## config.mk

```make
export PLATFORM = sky130hd
export DESIGN_NAME = dlb_ctrl
export DESIGN_NICKNAME = d
export VERILOG_FILES = /design/src/hdl/dlb_pkg.sv /design/src/hdl/dlb_ctrl.sv
export SDC_FILE = /design/constraint.sdc
export NUM_CORES = 1
export LEC_CHECK = 0
export CORE_AREA = 4 4 41 43
export DETAILED_ROUTE_END_ITERATION = 8
export DIE_AREA = 0 0 45 47
export DONT_BUFFER_PORTS = 1
export PLACE_DENSITY_LB_ADDON = 0.2
export RECOVER_POWER = 25
export SLEW_MARGIN = 20
export SYNTH_ARGS = -nofsm -noshare
export SYNTH_HDL_FRONTEND = slang
export SYNTH_SLANG_ARGS = --single-unit
```

## constraint.sdc

```tcl
create_clock -name clk -period 1.7 [get_ports clk]
set_input_delay 0.085 -clock clk [delete_from_list [all_inputs] [get_ports clk]]
set_output_delay 0.085 -clock clk [all_outputs]
set_load 0.05 [all_outputs]
```

## src/hdl/dlb_pkg.sv

```systemverilog
// shared constants, register indexes and control structs of the decimating lag basis filter bank
package dlb_pkg;

    localparam int MAX_TAPS_DEF    = 64;
    localparam int MAX_BASIS_DEF   = 8;
    localparam int SAMPLE_BITS_DEF = 16;
    localparam int COEF_BITS_DEF   = 16;

    localparam int SUM_BITS      = 40;
    localparam int WEND_BITS     = 32;
    localparam int ROW_BITS      = 3;
    localparam int TAP_BITS      = 6;
    localparam int CFG_IDX_BITS  = 2;
    localparam int CFG_DATA_BITS = 9;
    localparam int DEC_BITS      = 9;
    localparam int PHASE_BITS    = 8;
    localparam int WTAPS_BITS    = 6;
    localparam int BCOUNT_BITS   = 4;

    localparam logic [CFG_IDX_BITS-1:0] CFG_DECIMATION  = 2'd0;
    localparam logic [CFG_IDX_BITS-1:0] CFG_PHASE       = 2'd1;
    localparam logic [CFG_IDX_BITS-1:0] CFG_WINDOW_TAPS = 2'd2;
    localparam logic [CFG_IDX_BITS-1:0] CFG_BASIS_COUNT = 2'd3;

    localparam logic KIND_COEF   = 1'b0;
    localparam logic KIND_SAMPLE = 1'b1;

    typedef struct packed {
        logic take_sample;
        logic take_coef;
        logic row_start;
        logic issue;
        logic push;
    } dlb_cmd_t;

    typedef struct packed {
        logic emit;
        logic tap_last;
        logic row_last;
        logic acc_done;
        logic out_busy;
    } dlb_stat_t;

endpackage

```

## src/hdl/dlb_ctrl.sv

```systemverilog
// controller state machine: item intake, row sweep sequencing and result hand-off
module dlb_ctrl
    import dlb_pkg::*;
(
    input  logic      clk,
    input  logic      rst_n,
    input  logic      in_valid,
    input  logic      kind,
    input  dlb_stat_t stat,
    output logic      in_ready,
    output dlb_cmd_t  cmd
);

    typedef enum logic [1:0] {
        ST_IDLE,
        ST_START,
        ST_ROW,
        ST_WAIT
    } state_t;

    state_t state_reg;
    state_t state_next;

    always_comb
    begin
        state_next = state_reg;
        cmd        = '0;
        in_ready   = 1'b0;
        case (state_reg)
            ST_IDLE:
            begin
                in_ready = 1'b1;
                if (in_valid)
                begin
                    if (kind == KIND_SAMPLE)
                    begin
                        cmd.take_sample = 1'b1;
                        if (stat.emit)
                        begin
                            state_next = ST_START;
                        end
                    end
                    else
                    begin
                        cmd.take_coef = 1'b1;
                    end
                end
            end
            ST_START:
            begin
                cmd.row_start = 1'b1;
                state_next    = ST_ROW;
            end
            ST_ROW:
            begin
                cmd.issue = 1'b1;
                if (stat.tap_last)
                begin
                    state_next = ST_WAIT;
                end
            end
            ST_WAIT:
            begin
                if (stat.acc_done && !stat.out_busy)
                begin
                    cmd.push   = 1'b1;
                    state_next = stat.row_last ? ST_IDLE : ST_START;
                end
            end
            default:
            begin
                state_next = ST_IDLE;
            end
        endcase
    end

    always_ff @(posedge clk or negedge rst_n)
    begin
        if (!rst_n)
        begin
            state_reg <= ST_IDLE;
        end
        else
        begin
            state_reg <= state_next;
        end
    end

endmodule

```

==> impl_summary.md <==
Outcome
The run finished with clean final reports.

Clock tree
The number of cells upsized or downsized after cts is 0. The clock passes through at most 2 buffers. The total clock sinks is 2. The root buffer cell chosen for the clock tree is sky130_fd_sc_hd__clkbuf_4. Counting the buffers created by CTS gives 3.

The TritonCTS clock tree is done. The maximum level of the CTS H-tree is 1. For the worst-skew pair, the clock arrives at the later sink with an insertion delay of 0.22 ns. The clock-pin transition on the worst setup and hold timing paths is 0.03 ns.

Setup path
Measured in cells, the most critical reg-to-reg path has a length of 5. The maximum fanout count along the critical path is 3. For this run, the slowest stage of the critical path takes 0.36 ns.

The data required time at the worst endpoint is 1.80 ns. The setup path with the least slack is of type flop to flop. Walking the worst path, the cells encountered are inv_1, ha_2, nor2b_1, a2111oi_4, mux2_1. STA puts the critical path data arrival time at 1.70 ns.

The category of the worst setup path capture point is a flop. Among all stages on the critical path, the largest delay is contributed by sky130_fd_sc_hd__dfrtp_1. The category of the worst setup path launch point is a flop.

STA
Timing would allow up to 0.6230 GHz. In the finished design, the share of the clock period the worst path needs comes to 94.42%. Setup repair after global routing left no endpoint under its margin. The final number of setup-violating endpoints is 0.

The measured slew at the worst slew-check pin is 0.4965 ns. Counting I/O delays and the setup requirement, the final critical path takes 1.605 ns. In this run the tightest slew margin relative to its limit is 66.98%. The final-report max-slew violation count is 0. The final worst clock skew is 0.0004687 ns.

The number of endpoints with negative hold slack in the final report is 0. Final hold analysis gives a worst-case slack of 0.09636 ns.

Job
The number of max-cap violations is 0.

Floorplan
The total die area is 2115 um2. The width of the chip is 45 um. The number of top-level pins is 15. The vertical die dimension is 47 um.

In this run the standard cell core region covers 1301 um2. For this configuration, the core starts out at a cell density of 17.98%. In this run the core area contains 13 standard-cell rows.

Drt
The vias after detailed routing is 193. Summed over all layers, the routed wires come to 492 um. The DRC violation count after routing is 0. The number of antenna-violating nets in the routed design is 0. The first-pass iteration count of the detailed router is 1.

The violation count after the first detailed-route iteration is 0. Dividing the detail-routed via count by the number of cells gives 4.021. The average routed wire per standard cell is 10.25 um.

Cells and area
The area added between synthesis and finish is 44.39%. Summing all flip-flop and latch instances after layout gives 50.05 um2. The top cell types in the final layout, fill and taps aside, are sky130_fd_sc_hd__buf_4 (6), sky130_fd_sc_hd__inv_1 (3), sky130_fd_sc_hd__clkbuf_4 (3). Counting the fill cells in the layout gives 150.

The antenna diode count is 0. Cells with a size suffix above 1 make up 42.42% of the layout. The register with the most flip-flops in the layout has 2 of them. The total number of nets in the final design is 48. In the final layout, the multi-input gates occupy 180.2 um2. Leaving out fill and tap cells, the most frequent cell in the layout is sky130_fd_sc_hd__buf_4.

Synth
The synthesized netlist occupies a cell area of 234.0 um2. The portion of the post-synthesis area used by sequential elements is 21.39%. The number of warnings printed during yosys synthesis is 0.

The synthesized netlist contains 14 unique library cells. The count of mapped cells out of synthesis is 23. After synthesis, the mean cell area works out to 10.17 um2. The number of synthesized register bits is 2. The number of nets produced by synthesis is 36.

Global routing
Entering global routing, the biggest net connects 6 pins. The global-route usage over all layers is 5.529%. The first global-routing pass estimated 779 um of wire. The number of global-route vias before repair is 210. The initial antenna violation count was 0. The total overflow left after global routing is 0.

Worst hold path
In this run the worst hold path is classified as input pin to asynchronous set/reset pin.

Place
The count of buffers added on input and output ports is 0. The HPWL after detailed placement is 410.2 um. The congestion estimate from routability-driven global placement came to 0.6431.

Pwr
The power density over the cells is 2203 nW/um2. VDD sags by at most 0.6623 mV. The power after layout is 744.3 uW. The analysis attributes to cell leakage a power of 0.0001621 uW.
where the power goes:
group / switching, uW / total [uW] / leakage [uW] / internal [uW]
combinational: 324 / 541 / 0.000125 / 216
clock: 25.3 / 103 / 0.0000138 / 77.7
sequential: 24.7 / 101 / 0.0000233 / 76.1
total: 374 / 744 / 0.000162 / 370
cells in the mapped netlist:
cell,n,share of area [%]
sky130_fd_sc_hd__a21boi_1,1,3.2
sky130_fd_sc_hd__dfrtp_1,2,21
sky130_fd_sc_hd__nor2b_1,2,5.3
sky130_fd_sc_hd__nor2_1,2,3.2
sky130_fd_sc_hd__and3b_1,1,3.7
sky130_fd_sc_hd__a211oi_1,2,6.4
sky130_fd_sc_hd__a2111oi_4,1,12
sky130_fd_sc_hd__inv_1,3,4.8
sky130_fd_sc_hd__nand2_1,1,1.6
sky130_fd_sc_hd__a2bb2oi_1,1,3.7
sky130_fd_sc_hd__nand2b_4,1,5.9
sky130_fd_sc_hd__ha_1,4,21
sky130_fd_sc_hd__and3_1,1,2.7
sky130_fd_sc_hd__mux2_1,1,4.8
metal layers:
layer | wire length, um | part of all wire (%) | vias up | track usage [%]
li1 | - | - | 101 | -
met1 | 137 | 28 | 87 | 4.091
met2 | 319 | 65 | 5 | 9.322
met3 | 35 | 7.1 | 0 | 2.682
met4 | 0 | 0 | 0 | 7.018
met5 | 0 | 0 | - | 0
final cells by class:
| class | instances | share of cell area (%) |
|---|---|---|
| Inverter | 3 | 3.333 |
| Sequential cell | 2 | 14.81 |
| Clock buffer | 3 | 6.667 |
| Timing Repair Buffer | 7 | 16.30 |
| Multi-Input combinational cell | 18 | 53.33 |
| Tap cell | 15 | 5.556 |
repair_timing:
| item | in CTS | in global routing |
|---|---|---|
| buffers inserted | 0 | 1 |
| endpoints found under the setup margin | 0 | 3 |
| hold buffers | 1 | 0 |
| endpoints found under the hold margin | 2 | 0 |
stage by stage:
stage          cells  setup slack [ns]  util [%]  instance area (um2)   TNS, ns
2_1_floorplan     23          -0.03844         -                241.5  -0.03844
3_3_place_gp      43           0.03495     22.88                297.8         0
3_5_place_dp      43           0.02959     22.88                297.8         0
4_1_cts           47           0.02733     25.38                330.3         0
5_1_grt           48          0.002592     25.96                337.8         0
6_report          48           0.09491     25.96                337.8         0
worst max-delay path, delay by kind of cell, from the launching register on:
kind                       cells  cell delay [ns]
DFF                            1             0.36
AOI/OAI and AO/OA              1             0.35
adders and majority gates      1             0.19
muxes                          1             0.35
buffers and inverters          1             0.09
and+or+nand+nor                1             0.16
cells by family after synthesis:
family / after synthesis / share of synthesized area [%]
AND/OR/NAND/NOR: 8 / 22.46
AO/OA/AOI/OAI: 5 / 25.14
adder cells (fa/ha/maj): 4 / 21.39
buffers and inverters: 3 / 4.812
flip-flops: 2 / 21.39
multiplexers: 1 / 4.812
worst paths after layout:
kind	from	end	slack [ns]
worst min-delay path	rst_n	state_reg[0]	0.1
worst max register to register	state_reg[0]	state_reg[1]	0.09
worst max-delay path	state_reg[0]	state_reg[1]	0.09
max in group asynchronous	rst_n	state_reg[1]	1.48
worst min register to register	state_reg[1]	state_reg[1]	0.58
min in group clk	stat[1]	state_reg[0]	0.18
No activity file was read; power rests on OpenSTA's default activity.
